<file path="src/rtl/sorted_timer_message_queue_core_macros.svh">
// ---------------------------------------------------------------------------
// Assertion macros for the sorted timer message queue
// Shared concurrent assertion forms, clocked on i_clk and disabled in reset.
// ---------------------------------------------------------------------------
`ifndef SORTED_TIMER_MESSAGE_QUEUE_CORE_MACROS_SVH
`define SORTED_TIMER_MESSAGE_QUEUE_CORE_MACROS_SVH

// Consequent must hold in the same cycle as the antecedent.
`define STMQ_ASSERT_SAME(lbl, ante, cons, msg) \
    lbl: assert property (@(posedge i_clk) disable iff (!i_rst_n) \
        (ante) |-> (cons)) else $error(msg);

// Consequent must hold in the cycle after the antecedent.
`define STMQ_ASSERT_NEXT(lbl, ante, cons, msg) \
    lbl: assert property (@(posedge i_clk) disable iff (!i_rst_n) \
        (ante) |=> (cons)) else $error(msg);

`endif

</file>
<file path="src/rtl/stmq_pkg.sv">
// ---------------------------------------------------------------------------
// Sorted timer message queue package
// Sizes, operation and status codes, and the buses between the controller
// and the row of slot cells.
// ---------------------------------------------------------------------------
package stmq_pkg;

    // Queue geometry and key width.
    localparam int SLOTS     = 32;
    localparam int TIME_BITS = 32;
    localparam int SLOT_W    = $clog2(SLOTS);
    localparam int LINK_W    = $clog2(SLOTS) + 1;
    localparam int KEY_W     = TIME_BITS + 1;
    localparam int STEP_W    = $clog2(SLOTS + 1);

    // Field widths of the ports.
    localparam int OP_W       = 2;
    localparam int IN_SLOT_W  = 5;
    localparam int TIME_W     = 32;
    localparam int OUT_SLOT_W = 5;
    localparam int STATUS_W   = 2;

    // The empty link mark.
    localparam logic [LINK_W-1:0] NIL = LINK_W'(SLOTS);

    typedef enum logic [OP_W-1:0] {
        OP_APPEND  = 2'd0,
        OP_INSERT  = 2'd1,
        OP_DEQUEUE = 2'd2,
        OP_REMOVE  = 2'd3
    } t_op;

    typedef enum logic [STATUS_W-1:0] {
        ST_OK       = 2'd0,
        ST_EMPTY    = 2'd1,
        ST_CONFLICT = 2'd2
    } t_status;

    typedef enum logic [2:0] {
        S_IDLE,
        S_WALK,
        S_INS_FIX,
        S_UNL_RD,
        S_UNL_FIX
    } t_state;

    // One write port into the cell row.
    typedef struct packed {
        logic              en_next;
        logic              en_prev;
        logic              q_set;
        logic              q_clr;
        logic [SLOT_W-1:0] addr;
        logic [LINK_W-1:0] next;
        logic [LINK_W-1:0] prev;
    } t_wr_port;

    // Write command broadcast to every cell; the key goes with port a.
    typedef struct packed {
        t_wr_port         a;
        t_wr_port         b;
        logic             key_en;
        logic [KEY_W-1:0] key;
    } t_cell_cmd;

    // Read data handed along the cell row.
    typedef struct packed {
        logic [LINK_W-1:0] next;
        logic [LINK_W-1:0] prev;
        logic [KEY_W-1:0]  key;
    } t_rd_bus;

endpackage

</file>
<file path="src/rtl/stmq_cell.sv">
// ---------------------------------------------------------------------------
// Slot cell
// Holds the links, sort key and membership bit of one slot, takes writes
// from the broadcast command and passes the read bus on to its neighbour.
// ---------------------------------------------------------------------------
module stmq_cell (
    input  logic                            i_clk,
    input  logic                            i_rst_n,
    input  logic [stmq_pkg::SLOT_W-1:0]     i_index,
    input  logic [stmq_pkg::SLOT_W-1:0]     i_rd_addr,
    input  stmq_pkg::t_cell_cmd             i_cmd,
    input  stmq_pkg::t_rd_bus               i_rd,
    output stmq_pkg::t_rd_bus               o_rd,
    output logic                            o_in_q
);

    logic [stmq_pkg::LINK_W-1:0] r_next;
    logic [stmq_pkg::LINK_W-1:0] r_prev;
    logic [stmq_pkg::KEY_W-1:0]  r_key;
    logic                        r_in_q;
    logic                        w_sel_a;
    logic                        w_sel_b;

    assign w_sel_a = (i_cmd.a.addr == i_index);
    assign w_sel_b = (i_cmd.b.addr == i_index);

    // Link and key storage; the controller never aims both ports at one field.
    always_ff @(posedge i_clk) begin
        priority if (w_sel_a && i_cmd.a.en_next) begin
            r_next <= i_cmd.a.next;
        end else if (w_sel_b && i_cmd.b.en_next) begin
            r_next <= i_cmd.b.next;
        end
        priority if (w_sel_a && i_cmd.a.en_prev) begin
            r_prev <= i_cmd.a.prev;
        end else if (w_sel_b && i_cmd.b.en_prev) begin
            r_prev <= i_cmd.b.prev;
        end
        if (w_sel_a && i_cmd.key_en) begin
            r_key <= i_cmd.key;
        end
    end

    // Membership bit, cleared by reset.
    always_ff @(posedge i_clk) begin
        if (!i_rst_n) begin
            r_in_q <= 1'b0;
        end else if (w_sel_a && i_cmd.a.q_set) begin
            r_in_q <= 1'b1;
        end else if (w_sel_a && i_cmd.a.q_clr) begin
            r_in_q <= 1'b0;
        end
    end

    // Read chain: the addressed cell places its entry on the bus.
    always_comb begin
        if (i_rd_addr == i_index) begin
            o_rd.next = r_next;
            o_rd.prev = r_prev;
            o_rd.key  = r_key;
        end else begin
            o_rd = i_rd;
        end
    end

    assign o_in_q = r_in_q;

endmodule

</file>
<file path="src/rtl/stmq_ctrl.sv">
// ---------------------------------------------------------------------------
// Queue sequencer
// Holds head and tail, walks the list one entry a cycle for sorted insert
// and issues the link writes for append, insert and unlink.
// ---------------------------------------------------------------------------
module stmq_ctrl (
    input  logic                                i_clk,
    input  logic                                i_rst_n,
    input  logic                                i_start,
    output logic                                o_busy,
    input  logic [stmq_pkg::OP_W-1:0]           i_operation,
    input  logic [stmq_pkg::IN_SLOT_W-1:0]      i_slot,
    input  logic [stmq_pkg::TIME_W-1:0]         i_delay,
    input  logic [stmq_pkg::TIME_W-1:0]         i_start_time,
    input  logic [stmq_pkg::SLOTS-1:0]          i_in_q,
    input  stmq_pkg::t_rd_bus                   i_rd,
    output logic [stmq_pkg::SLOT_W-1:0]         o_rd_addr,
    output stmq_pkg::t_cell_cmd                 o_cmd,
    output logic                                o_strobe,
    output logic [stmq_pkg::OUT_SLOT_W-1:0]     o_out_slot,
    output logic                                o_out_valid,
    output logic [stmq_pkg::STATUS_W-1:0]       o_status
);

    stmq_pkg::t_state            r_state,  n_state;
    stmq_pkg::t_op               r_op,     n_op;
    logic [stmq_pkg::SLOT_W-1:0] r_s,      n_s;
    logic [stmq_pkg::KEY_W-1:0]  r_key,    n_key;
    logic [stmq_pkg::LINK_W-1:0] r_head,   n_head;
    logic [stmq_pkg::LINK_W-1:0] r_tail,   n_tail;
    logic [stmq_pkg::LINK_W-1:0] r_it,     n_it;
    logic [stmq_pkg::LINK_W-1:0] r_pv,     n_pv;
    logic [stmq_pkg::LINK_W-1:0] r_nx,     n_nx;
    logic [stmq_pkg::STEP_W-1:0] r_steps,  n_steps;
    logic                        r_strobe, n_strobe;
    logic [stmq_pkg::OUT_SLOT_W-1:0] r_out_slot, n_out_slot;
    logic                        r_out_valid, n_out_valid;
    stmq_pkg::t_status           r_status, n_status;

    logic [stmq_pkg::SLOT_W-1:0] w_slot_idx;
    logic                        w_slot_ok;
    logic [stmq_pkg::KEY_W-1:0]  w_key_in;

    function automatic logic link_ok(input logic [stmq_pkg::LINK_W-1:0] v);
        return v < stmq_pkg::NIL;
    endfunction

    // Writes that put slot s behind the present tail.
    function automatic stmq_pkg::t_cell_cmd link_tail(
        input logic [stmq_pkg::SLOT_W-1:0] s,
        input logic [stmq_pkg::LINK_W-1:0] tail
    );
        stmq_pkg::t_cell_cmd c;
        c           = '0;
        c.a.addr    = s;
        c.a.en_next = 1'b1;
        c.a.next    = stmq_pkg::NIL;
        c.a.en_prev = 1'b1;
        c.a.q_set   = 1'b1;
        if (link_ok(tail)) begin
            c.a.prev    = tail;
            c.b.en_next = 1'b1;
            c.b.addr    = tail[stmq_pkg::SLOT_W-1:0];
            c.b.next    = stmq_pkg::LINK_W'(s);
        end else begin
            c.a.prev    = stmq_pkg::NIL;
        end
        return c;
    endfunction

    assign w_slot_idx = stmq_pkg::SLOT_W'(i_slot);
    assign w_slot_ok  = (32'(i_slot) < 32'(stmq_pkg::SLOTS));
    assign w_key_in   = stmq_pkg::KEY_W'(stmq_pkg::TIME_BITS'(i_delay))
                      + stmq_pkg::KEY_W'(stmq_pkg::TIME_BITS'(i_start_time));

    // Control state registers.
    always_ff @(posedge i_clk) begin
        if (!i_rst_n) begin
            r_state  <= stmq_pkg::S_IDLE;
            r_head   <= stmq_pkg::NIL;
            r_tail   <= stmq_pkg::NIL;
            r_strobe <= 1'b0;
        end else begin
            r_state  <= n_state;
            r_head   <= n_head;
            r_tail   <= n_tail;
            r_strobe <= n_strobe;
        end
    end

    // Working and result payload registers.
    always_ff @(posedge i_clk) begin
        r_op        <= n_op;
        r_s         <= n_s;
        r_key       <= n_key;
        r_it        <= n_it;
        r_pv        <= n_pv;
        r_nx        <= n_nx;
        r_steps     <= n_steps;
        r_out_slot  <= n_out_slot;
        r_out_valid <= n_out_valid;
        r_status    <= n_status;
    end

    // Next state, cell writes and result.
    always_comb begin
        n_state     = r_state;
        n_op        = r_op;
        n_s         = r_s;
        n_key       = r_key;
        n_head      = r_head;
        n_tail      = r_tail;
        n_it        = r_it;
        n_pv        = r_pv;
        n_nx        = r_nx;
        n_steps     = r_steps;
        n_strobe    = 1'b0;
        n_out_slot  = '0;
        n_out_valid = 1'b0;
        n_status    = stmq_pkg::ST_OK;
        o_cmd       = '0;
        o_rd_addr   = r_s;

        unique case (r_state)
            stmq_pkg::S_IDLE: begin
                if (i_start) begin
                    n_op  = stmq_pkg::t_op'(i_operation);
                    n_s   = w_slot_idx;
                    n_key = w_key_in;
                    if (stmq_pkg::t_op'(i_operation) == stmq_pkg::OP_DEQUEUE) begin
                        if (!link_ok(r_head)) begin
                            n_strobe = 1'b1;
                            n_status = stmq_pkg::ST_EMPTY;
                        end else begin
                            n_s     = r_head[stmq_pkg::SLOT_W-1:0];
                            n_state = stmq_pkg::S_UNL_RD;
                        end
                    end else if (!w_slot_ok) begin
                        n_strobe = 1'b1;
                        n_status = stmq_pkg::ST_CONFLICT;
                    end else if (stmq_pkg::t_op'(i_operation) == stmq_pkg::OP_REMOVE) begin
                        if (!i_in_q[w_slot_idx]) begin
                            n_strobe = 1'b1;
                            n_status = stmq_pkg::ST_CONFLICT;
                        end else begin
                            n_state = stmq_pkg::S_UNL_RD;
                        end
                    end else if (i_in_q[w_slot_idx]) begin
                        n_strobe = 1'b1;
                        n_status = stmq_pkg::ST_CONFLICT;
                    end else if (stmq_pkg::t_op'(i_operation) == stmq_pkg::OP_APPEND) begin
                        // Append completes in the accepting cycle.
                        o_cmd        = link_tail(w_slot_idx, r_tail);
                        o_cmd.key_en = 1'b1;
                        o_cmd.key    = w_key_in;
                        if (!link_ok(r_tail)) begin
                            n_head = stmq_pkg::LINK_W'(w_slot_idx);
                        end
                        n_tail   = stmq_pkg::LINK_W'(w_slot_idx);
                        n_strobe = 1'b1;
                    end else begin
                        // Sorted insert: store the key, then walk from the head.
                        o_cmd.a.addr = w_slot_idx;
                        o_cmd.key_en = 1'b1;
                        o_cmd.key    = w_key_in;
                        n_it         = r_head;
                        n_steps      = '0;
                        n_state      = stmq_pkg::S_WALK;
                    end
                end
            end

            stmq_pkg::S_WALK: begin
                o_rd_addr = r_it[stmq_pkg::SLOT_W-1:0];
                if (!link_ok(r_it) || r_steps == stmq_pkg::STEP_W'(stmq_pkg::SLOTS)) begin
                    o_cmd = link_tail(r_s, r_tail);
                    if (!link_ok(r_tail)) begin
                        n_head = stmq_pkg::LINK_W'(r_s);
                    end
                    n_tail   = stmq_pkg::LINK_W'(r_s);
                    n_strobe = 1'b1;
                    n_state  = stmq_pkg::S_IDLE;
                end else if (r_key <= i_rd.key) begin
                    // Place the slot in front of the current entry.
                    o_cmd.a.addr    = r_s;
                    o_cmd.a.en_next = 1'b1;
                    o_cmd.a.next    = r_it;
                    o_cmd.a.en_prev = 1'b1;
                    o_cmd.a.prev    = i_rd.prev;
                    o_cmd.a.q_set   = 1'b1;
                    o_cmd.b.addr    = r_it[stmq_pkg::SLOT_W-1:0];
                    o_cmd.b.en_prev = 1'b1;
                    o_cmd.b.prev    = stmq_pkg::LINK_W'(r_s);
                    n_pv            = i_rd.prev;
                    n_state         = stmq_pkg::S_INS_FIX;
                end else begin
                    n_it    = i_rd.next;
                    n_steps = r_steps + 1'b1;
                end
            end

            stmq_pkg::S_INS_FIX: begin
                // Point the entry before the new slot, or the head, at it.
                if (link_ok(r_pv)) begin
                    o_cmd.a.addr    = r_pv[stmq_pkg::SLOT_W-1:0];
                    o_cmd.a.en_next = 1'b1;
                    o_cmd.a.next    = stmq_pkg::LINK_W'(r_s);
                end else begin
                    n_head = stmq_pkg::LINK_W'(r_s);
                end
                n_strobe = 1'b1;
                n_state  = stmq_pkg::S_IDLE;
            end

            stmq_pkg::S_UNL_RD: begin
                // Fetch the neighbours and detach the slot itself.
                o_rd_addr       = r_s;
                n_nx            = i_rd.next;
                n_pv            = i_rd.prev;
                o_cmd.a.addr    = r_s;
                o_cmd.a.en_next = 1'b1;
                o_cmd.a.next    = stmq_pkg::NIL;
                o_cmd.a.en_prev = 1'b1;
                o_cmd.a.prev    = stmq_pkg::NIL;
                o_cmd.a.q_clr   = 1'b1;
                n_state         = stmq_pkg::S_UNL_FIX;
            end

            stmq_pkg::S_UNL_FIX: begin
                // Join the neighbours across the removed slot.
                if (link_ok(r_pv)) begin
                    o_cmd.a.addr    = r_pv[stmq_pkg::SLOT_W-1:0];
                    o_cmd.a.en_next = 1'b1;
                    o_cmd.a.next    = r_nx;
                end else begin
                    n_head = r_nx;
                end
                if (link_ok(r_nx)) begin
                    o_cmd.b.addr    = r_nx[stmq_pkg::SLOT_W-1:0];
                    o_cmd.b.en_prev = 1'b1;
                    o_cmd.b.prev    = r_pv;
                end else begin
                    n_tail = r_pv;
                end
                n_strobe = 1'b1;
                if (r_op == stmq_pkg::OP_DEQUEUE) begin
                    n_out_valid = 1'b1;
                    n_out_slot  = stmq_pkg::OUT_SLOT_W'(r_s);
                end
                n_state = stmq_pkg::S_IDLE;
            end

            default: begin
                n_state = stmq_pkg::S_IDLE;
            end
        endcase
    end

    assign o_busy      = (r_state != stmq_pkg::S_IDLE);
    assign o_strobe    = r_strobe;
    assign o_out_slot  = r_out_slot;
    assign o_out_valid = r_out_valid;
    assign o_status    = r_status;

endmodule

</file>
<file path="src/rtl/sorted_timer_message_queue_core.sv">
// ---------------------------------------------------------------------------
// Sorted timer message queue core
// Doubly linked queue of message slots kept in a row of slot cells, with a
// sequencer for append, sorted insert, dequeue and remove.
// ---------------------------------------------------------------------------
// Usage:
//   A command beat is taken at a rising edge where start is high and busy is
//   low; i_operation, i_slot, i_delay and i_start_time are sampled there.
//   Every command yields one result beat on o_out_slot, o_out_valid and
//   o_status, shown for exactly one cycle with o_result_strobe high. The
//   receiver cannot stall, so the result must be taken in that cycle.
// Sequencing:
//   Append and every rejected command give their result in the cycle after
//   the beat, and busy stays low. Dequeue and remove pass S_UNL_RD and
//   S_UNL_FIX before the result. A sorted insert walks the list from the
//   head, one entry a cycle through the cell read chain, and lands in front
//   of the first entry with a key not below its own, or behind all queued
//   entries; at most SLOTS-1 entries can be queued when an insert is taken.
//   The next beat is accepted in the cycle the result is shown.
// Reset:
//   Synchronous reset empties the queue and clears every membership bit;
//   links and keys need no clearing, as only queued slots are ever read.
// ---------------------------------------------------------------------------
`include "sorted_timer_message_queue_core_macros.svh"

module sorted_timer_message_queue_core (
    input  logic                                i_clk,
    input  logic                                i_rst_n,
    input  logic                                start,
    output logic                                busy,
    input  logic [stmq_pkg::OP_W-1:0]           i_operation,
    input  logic [stmq_pkg::IN_SLOT_W-1:0]      i_slot,
    input  logic [stmq_pkg::TIME_W-1:0]         i_delay,
    input  logic [stmq_pkg::TIME_W-1:0]         i_start_time,
    output logic                                o_result_strobe,
    output logic [stmq_pkg::OUT_SLOT_W-1:0]     o_out_slot,
    output logic                                o_out_valid,
    output logic [stmq_pkg::STATUS_W-1:0]       o_status
);

    stmq_pkg::t_rd_bus           w_chain [stmq_pkg::SLOTS+1];
    logic [stmq_pkg::SLOTS-1:0]  w_in_q;
    logic [stmq_pkg::SLOT_W-1:0] w_rd_addr;
    stmq_pkg::t_cell_cmd         w_cmd;
    logic                        w_ok_result;

    assign w_chain[0] = '0;

    // Row of slot cells; the read bus runs from cell 0 to the last cell.
    for (genvar g = 0; g < stmq_pkg::SLOTS; g++) begin : g_cell
        stmq_cell u_cell (
            .i_clk     (i_clk),
            .i_rst_n   (i_rst_n),
            .i_index   (stmq_pkg::SLOT_W'(g)),
            .i_rd_addr (w_rd_addr),
            .i_cmd     (w_cmd),
            .i_rd      (w_chain[g]),
            .o_rd      (w_chain[g+1]),
            .o_in_q    (w_in_q[g])
        );
    end

    // Sequencer.
    stmq_ctrl u_ctrl (
        .i_clk        (i_clk),
        .i_rst_n      (i_rst_n),
        .i_start      (start),
        .o_busy       (busy),
        .i_operation  (i_operation),
        .i_slot       (i_slot),
        .i_delay      (i_delay),
        .i_start_time (i_start_time),
        .i_in_q       (w_in_q),
        .i_rd         (w_chain[stmq_pkg::SLOTS]),
        .o_rd_addr    (w_rd_addr),
        .o_cmd        (w_cmd),
        .o_strobe     (o_result_strobe),
        .o_out_slot   (o_out_slot),
        .o_out_valid  (o_out_valid),
        .o_status     (o_status)
    );

    // A result beat that reports success.
    assign w_ok_result = o_result_strobe && (o_status == stmq_pkg::ST_OK);

    // An accepted beat either occupies the block or is answered at once.
    `STMQ_ASSERT_NEXT(a_beat_handled, start && !busy, busy || o_result_strobe, "beat lost")
    // A result is shown only once the sequencer is free again.
    `STMQ_ASSERT_SAME(a_result_idle, o_result_strobe, !busy, "result while busy")
    // A returned slot comes only with a result beat and a good status.
    `STMQ_ASSERT_SAME(a_slot_ok, o_out_valid, w_ok_result, "bad slot result")
    // The block becomes busy only after taking a beat.
    `STMQ_ASSERT_SAME(a_busy_cause, $rose(busy), $past(start), "busy without beat")

endmodule
</file>
<file path="config.mk">
export PLATFORM = sky130hd
export DESIGN_NAME = sorted_timer_message_queue_core
export DESIGN_NICKNAME = d
export VERILOG_FILES = /design/src/rtl/stmq_pkg.sv /design/src/rtl/stmq_cell.sv /design/src/rtl/stmq_ctrl.sv /design/src/rtl/sorted_timer_message_queue_core.sv
export VERILOG_INCLUDE_DIRS = /design/src /design/src/rtl
export SDC_FILE = /design/constraint.sdc
export NUM_CORES = 2
export LEC_CHECK = 0
export ABC_AREA = 1
export BUFFER_PORTS_ARGS = -buffer_cell sky130_fd_sc_hd__buf_2
export CAP_MARGIN = 10
export CORE_UTILIZATION = 50
export CTS_BUF_LIST = sky130_fd_sc_hd__clkbuf_16
export CTS_CLUSTER_SIZE = 20
export DETAILED_ROUTE_END_ITERATION = 8
export GPL_TIMING_DRIVEN = 0
export PLACE_DENSITY = 0.7
export SYNTH_ARGS = -nofsm -noshare
export SYNTH_HDL_FRONTEND = slang
export SYNTH_SLANG_ARGS = --single-unit
</file>
<file path="constraint.sdc">
create_clock -name i_clk -period 7.3 [get_ports i_clk]
set_input_delay 0.73 -clock i_clk [delete_from_list [all_inputs] [get_ports i_clk]]
set_output_delay 0.73 -clock i_clk [all_outputs]
set_load 0.05 [all_outputs]
</file>
Yosys cells after proc, flatten, opt, wreduce, memory -nomap -nowiden. Index checks and enable logic that the tools add are counted.

Register bits: 1560. Logic and storage cells: 944. Output and inout port bits: 10.

Reduce and logical (&&, ||, !) cells: 340. Add/sub/neg operators: 2. Magnitude comparators: 7. Mux-type cells: 332. Eq/ne operators: 121.

Operators with widths (count): 45-bit two-way mux (32); 6-bit two-way mux (165); 76-bit two-way mux (4); 5-bit equality test, second input constant (48); 1-bit logical AND (224); 2-bit nonzero test (98); 5-bit by 4-bit equality test with 1-bit output, second input constant (24); 1-bit two-way mux (81); 5-bit by 3-bit equality test with 1-bit output, second input constant (12); 11-bit case mux with 5 select lines (1); 6-bit case mux with 3 select lines (3); 6-bit case mux with 2 select lines (4); 11-bit two-way mux (4); 5-bit two-way mux (7); 17-bit two-way mux (2); 34-bit two-way mux (1); 32-bit by 32-bit adder with 33-bit output (1); 33-bit <= comparator (1); 3-bit two-way mux (11); 33-bit two-way mux (1); 5-bit by 2-bit equality test with 1-bit output, second input constant (6); 6-bit < comparator, second input constant (5); 2-bit != test, second input constant (12); 6-bit case mux with 4 select lines (1); 34 further kinds (54).

Longest topological paths before layout.
Depth after elaboration: 43. Mapped depth: 53. Mapped depth without buffers: 51.

Cells and area by module. From an unflattened synthesis, not the netlist that was laid out.

Cells, all modules: 10191. Area total of the unflattened synthesis: 92576.3 um^2.

Modules (own cells, without submodules): stmq_cell (area an instance 2651.3 um^2, cells each 283, times used 32); stmq_ctrl (area an instance 7727.4 um^2, cells each 1133, times used 1); sorted_timer_message_queue_core (area an instance 7.5 um^2, cells each 2, times used 1).

Worst setup path after synthesis. No wires, ideal clock.

Path kind: reg-to-reg. From: register u_ctrl.r_state[0]. To: register g_cell[0].u_cell.r_key[0] in the netlist's numbering, enable pin. Data arrival time: 7.067 ns. Stages on the path, launching flop included: 40. Data required time: 6.836 ns. Path buffers: 6. Setup time: 0.464 ns. Path slack: -0.231 ns. Cell sequence: dfxtp_1 nand3_2 buf_6 a21oi_2 buf_4 buf_2 nand2_1 inv_1 buf_2 clkbuf_1 mux2i_1 nand4_1 nor2_1 nand4_1 nor2_1 nand4_1 nor2_1 nand4_1 (+4 left out) nand2_1 inv_1 o21ai_0 a211o_1 o2111ai_1 a21oi_1 o21ai_1 nand2_1 inv_2 nand2_1 buf_2 a21boi_0 inv_1 nor2_1 inv_1 nor2_1 inv_1 nor3_1.

Word-level cells in the longest chain between the ends: 41. Elaborated cells between the ends (all ways): 77. Classes of those cells: 1 x order compare; 35 x eq/ne; 37 x mux; 4 x reduce/logical.

Ends and longest elaborated chain: start, declared (line stmq_ctrl.sv:25) `stmq_pkg::t_state r_state, n_state;`; start signal, assigned (line stmq_ctrl.sv:79) `r_state <= stmq_pkg::S_IDLE;`; start signal, assigned (line stmq_ctrl.sv:84) `r_state <= n_state;`; 3-bit by 1-bit equality test with 1-bit output (line stmq_ctrl.sv:124) `unique case (r_state)`; 5-bit two-way mux (line stmq_ctrl.sv:124); 5-bit zero test (line stmq_cell.sv:57) `if (i_rd_addr == i_index) begin`; 45-bit two-way mux (32 in a row) (line stmq_cell.sv:57); 33-bit <= comparator (line stmq_ctrl.sv:183) `end else if (r_key <= i_rd.key) begin`; 17-bit two-way mux (line stmq_ctrl.sv:183); 17-bit two-way mux (line stmq_ctrl.sv:175) `if (!link_ok(r_it) || r_steps == stmq_pkg::STEP_W'(stmq_pkg::SLOTS)) begin`; 11-bit case mux with 5 select lines (line stmq_ctrl.sv:124); 5-bit zero test (line stmq_cell.sv:24) `assign w_sel_a = (i_cmd.a.addr == i_index);`; 1-bit logical AND (*) (line stmq_cell.sv:39) `if (w_sel_a && i_cmd.key_en) begin`; end signal, assigned (line stmq_cell.sv:40) `r_key <= i_cmd.key;`; end, declared (line stmq_cell.sv:19) `logic [stmq_pkg::KEY_W-1:0] r_key;`.

Mark *: on every way between the ends. The rest lies on a longest branch, timed or not. A chain may end at the register's enable or synchronous reset.

Final worst setup path.
From: register u_ctrl.r_it[0] in the netlist's numbering. To: register g_cell[27].u_cell.r_key[3] in the netlist's numbering, enable pin.

Word-level cells in the longest chain between the ends: 40. Elaborated cells between the ends (all ways): 74. Classes of those cells: 2 x order compare; 32 x eq/ne; 36 x mux; 4 x reduce/logical.

Ends and longest elaborated chain: start, declared (line stmq_ctrl.sv:31) `logic [stmq_pkg::LINK_W-1:0] r_it, n_it;`; start signal, assigned (line stmq_ctrl.sv:96) `r_it <= n_it;`; 5-bit two-way mux (line stmq_ctrl.sv:124); 5-bit zero test (line stmq_cell.sv:57); 45-bit two-way mux (32 in a row) (line stmq_cell.sv:57); 33-bit <= comparator (line stmq_ctrl.sv:183); 17-bit two-way mux (line stmq_ctrl.sv:183); 17-bit two-way mux (*) (line stmq_ctrl.sv:175); 11-bit case mux with 5 select lines (*) (line stmq_ctrl.sv:124); 5-bit equality test (*) (line stmq_cell.sv:24); 1-bit logical AND (*) (line stmq_cell.sv:39); end signal, assigned (line stmq_cell.sv:40); end, declared (line stmq_cell.sv:19).

Marks and branches as above.

==> key figures <==
Run status
  • Status: complete, but fails checks
  • Failing checks: negative setup slack

STA
  • Max_slew headroom: 0.0947
  • Minimum clock period: 7.82 ns
  • Fmax: about 0.13 GHz
  • Endpoints failing hold: 0
  • Slew Limit Fails: 0
  • PnR worst setup slack: -0.516 ns
  • Setup_tns: -420.70 ns
  • Unrepaired setup endpoints after global routing: yes
  • Final Skew: around 0.020 ns
  • Post-route clock period utilization: 1.07
  • Hold slack: about 0.22 ns
  • Worst-margin pin slew: approximately 1.4 ns
  • Setup-failing EPs final: between 1,500 and 2,000

Critical path
  • Critical path startpoint category: flip-flop
  • RR Endpoint: g_cell[27].u_cell.r_key[3]
  • Critical path class: reg2reg
  • CP max FO: 11
  • Critical Path Sink Type: flip-flop
  • WP buf/inv: 14
  • Worst R2R Setup Slack: -0.52 ns
  • Worst R2R Path Depth: 39
  • CP arrival: 8.32 ns
  • Slowest cell on the critical path: clkbuf_1
  • Worst path most repeated cell: nand2_1
  • Top cell family by delay on the critical path: buffers and inverters
  • RR Startpoint: u_ctrl.r_it[0]
  • Biggest cell delay along the critical path: between 0.6 and 0.7 ns
  • Worst EP required: 7.81 ns

Global route
  • All-Layer GR Usage: 0.287
  • Largest net degree at the start of global routing: 34
  • Number of global-route vias before repair: about 47,000
  • GRT overflow: 0
  • Initial antenna violation count: 7
  • First-pass GRT wire length: just under 300,000 um

Detailed routing
  • Detail Route Antenna Nets: 0
  • WL/cell: 23.0 um
  • Initial DRC Count: 5,451
  • Via count: roughly 49,000
  • Pre-antenna DRT Iters: 6
  • Routed WL: ~200,000 um
  • DR vias/cell: 5.69
  • DRC violations left: 0

Clock network
  • Bufs on Longest Clock Path: 3
  • Root Buffer: clkbuf_16
  • # H-tree levels: 4
  • Num CTS Buffers: about 150
  • Clk slew on worst S/H paths: approximately 0.06 ns
  • CTS tree: done
  • Worst-skew pair later-pin latency: about 0.8 ns
  • CTS Sinks: between 1,500 and 2,000

Power and ir drop
  • P_leak: roughly 30 nW
  • Worst vdd ir: about 0.25 mV
  • Total power: 21.9 mW
  • Power per cell area: 270 nW/um^2

Hold path
  • HP Start: i_operation[1]
  • Hold crit path type: in2reg
  • WHS Endpoint: u_ctrl.r_op[1]
  • Hold path cells: 1

Final layout
  • Fin area: 81,200 um^2
  • Finished Core Util: 0.609
  • # fillers: roughly 10,000
  • Share of cells above drive strength 1: 0.172
  • Non-Filler Instances: about 8,700
  • Storage element area: approximately 46,000 um^2
  • Nets: between 6,000 and 7,000
  • Multi-input gate area: 20,300 um^2
  • Area Overhead vs Synth: 21.0%

Floorplanning
  • Die Width: roughly 370 um
  • Core area: around 130,000 um^2
  • Overall die height: 368 um
  • DIE AREA: approximately 140,000 um^2
  • Initial core utilization: 0.503
  • Row count: roughly 130
  • I/O Pins: between 80 and 90

Placement
  • Placed inst area: between 70,000 and 80,000 um^2
  • Inst Count DP: 8,176
  • Number of port buffers: between 80 and 90
  • Post-Place Worst Slack: -2.53 ns
  • Post-DP HPWL: around 140,000 um
  • Gpl congestion: roughly 1.1

Synth
  • EDFF count, synth: roughly 1,500
  • Yosys top cell by area: edfxtp_1
  • Count leader, synth: nand2_1
  • Yosys reg bits: 1,560
  • Syn_nets: between 6,000 and 7,000
  • Synth area leaders: edfxtp_1 67%, nand2_1 10%, nor2_1 4.4%
  • Cells after Synth: around 6,300
  • YS warnings: 0
  • Sequential area share after synthesis: 0.690
  • Prevailing post-synth register cell: edfxtp_1
  • Top-area cell type share of the netlist area: 0.673
  • Commonest cells post-synth: 1,835 x nand2_1, 1,504 x edfxtp_1, 792 x nor2_1
  • Synthesized area: about 67,000 um^2
  • Average size of a mapped cell: between 10 and 15 um^2
  • Ys async rst share: 0
  • Yosys cell types: 53

Job
  • Max_cap viols: 0
-- worst max path at each step --
stage	from	to	cells past startpoint
floorplan	u_ctrl.r_state[1]	g_cell[16].u_cell.r_key[0]	47
global placement	u_ctrl.r_state[0]	g_cell[28].u_cell.r_key[25]	42
detailed placement	u_ctrl.r_state[0]	g_cell[29].u_cell.r_prev[3]	43
CTS	u_ctrl.r_state[0]	g_cell[22].u_cell.r_key[28]	48
global route	u_ctrl.r_state[2]	g_cell[27].u_cell.r_key[7]	50
finish	u_ctrl.r_it[0]	g_cell[27].u_cell.r_key[3]	39
-- worst reg2reg max path, delay by kind of cell, from the launching register on --
family / cells / cell delay (ns)
AO/OA/AOI/OAI: 9 / 1.17
buffers and inverters: 14 / 3.08
AND/OR/NAND/NOR: 15 / 2.46
adder cells (fa/ha/maj): 1 / 0.33
flip-flops: 1 / 0.46
-- metal layers --
| metal | GRT usage | vias up | part of all wire |
|---|---|---|---|
| li1 | - | 22463 | - |
| met2 | 0.452 | 2527 | 0.46 |
| met3 | 0.0587 | 605 | 0.095 |
| met4 | 0.171 | 16 | 0.065 |
| met1 | 0.369 | 23774 | 0.38 |
| met5 | 0 | - | 0.00075 |
-- cell usage in the layout (no fill, tap or decap), types with 17 or more instances in the layout --
master	instances
nand2_1	1795
edfxtp_1	1504
nor2_1	620
inv_1	478
nand4_1	329
o21ai_0	213
clkbuf_16	171
buf_4	155
nand3_1	150
a21oi_1	139
clkbuf_1	133
buf_2	120
nor2_4	115
inv_2	70
nor2_2	70
ha_1	68
buf_12	66
o21ai_4	61
dfxtp_1	53
clkinv_1	48
buf_8	44
o21ai_1	44
buf_6	42
nand2_4	29
clkbuf_2	27
mux2i_1	25
clkinv_2	23
nand3_4	22
xor2_1	21
inv_4	20
nand2_2	20
o21ai_2	17
-- final cells by class --
cell class,instances,share of cell area
tap,1768,0.0272
timing repair buffer,377,0.0509
buffer,244,0.0163
inverter,567,0.0281
antenna,1,0.0000308
multi-input combinational,3890,0.250
clock buffer,158,0.0487
clock inverter,111,0.00870
sequential,1560,0.570
-- where the power goes --
group / leakage, nW / internal [mW] / switching (mW)
logic: 13.6 / 1.33 / 2.97
registers: 14.3 / 10.0 / 0.0639
clock network: 2.43 / 4.15 / 3.37
-- state kept, by name (all words and copies together), names as in the netlist --
register	count
u_ctrl.o_out_valid	1
u_ctrl.r_nx	6
u_ctrl.r_s	5
g_cell.u_cell.o_in_q	32
u_ctrl.o_status	2
u_ctrl.r_it	6
u_ctrl.r_state	3
u_ctrl.r_pv	6
u_ctrl.r_op	2
g_cell.u_cell.r_prev	192
u_ctrl.r_tail	6
g_cell.u_cell.r_key	1056
u_ctrl.r_key	33
u_ctrl.r_head	6
g_cell.u_cell.r_next	192
u_ctrl.r_steps	6
u_ctrl.o_strobe	1
u_ctrl.o_out_slot	5
-- cell families (layout without fill, tap and decap cells) --
family | count (synthesis) | in the layout | share of synthesized area
other | 0 | 1 | 0
AO/OA/AOI/OAI | 554 | 554 | 0.0440
buffers and inverters | 815 | 1457 | 0.0476
XOR/XNOR | 30 | 30 | 0.00392
flip-flops | 1560 | 1560 | 0.690
multiplexers | 25 | 25 | 0.00373
AND/OR/NAND/NOR | 3206 | 3212 | 0.198
adder cells (fa/ha/maj) | 69 | 69 | 0.0130
-- repair_timing --
item                       4_1_cts  5_1_grt
setup endpoints to repair     1874     1868
hold buffers                     0        0
pin swaps                      123       81
gates cloned                    13       16
setup buffers                  144       63
gates resized for setup        710      177
(Power assumes the default switching activity.)
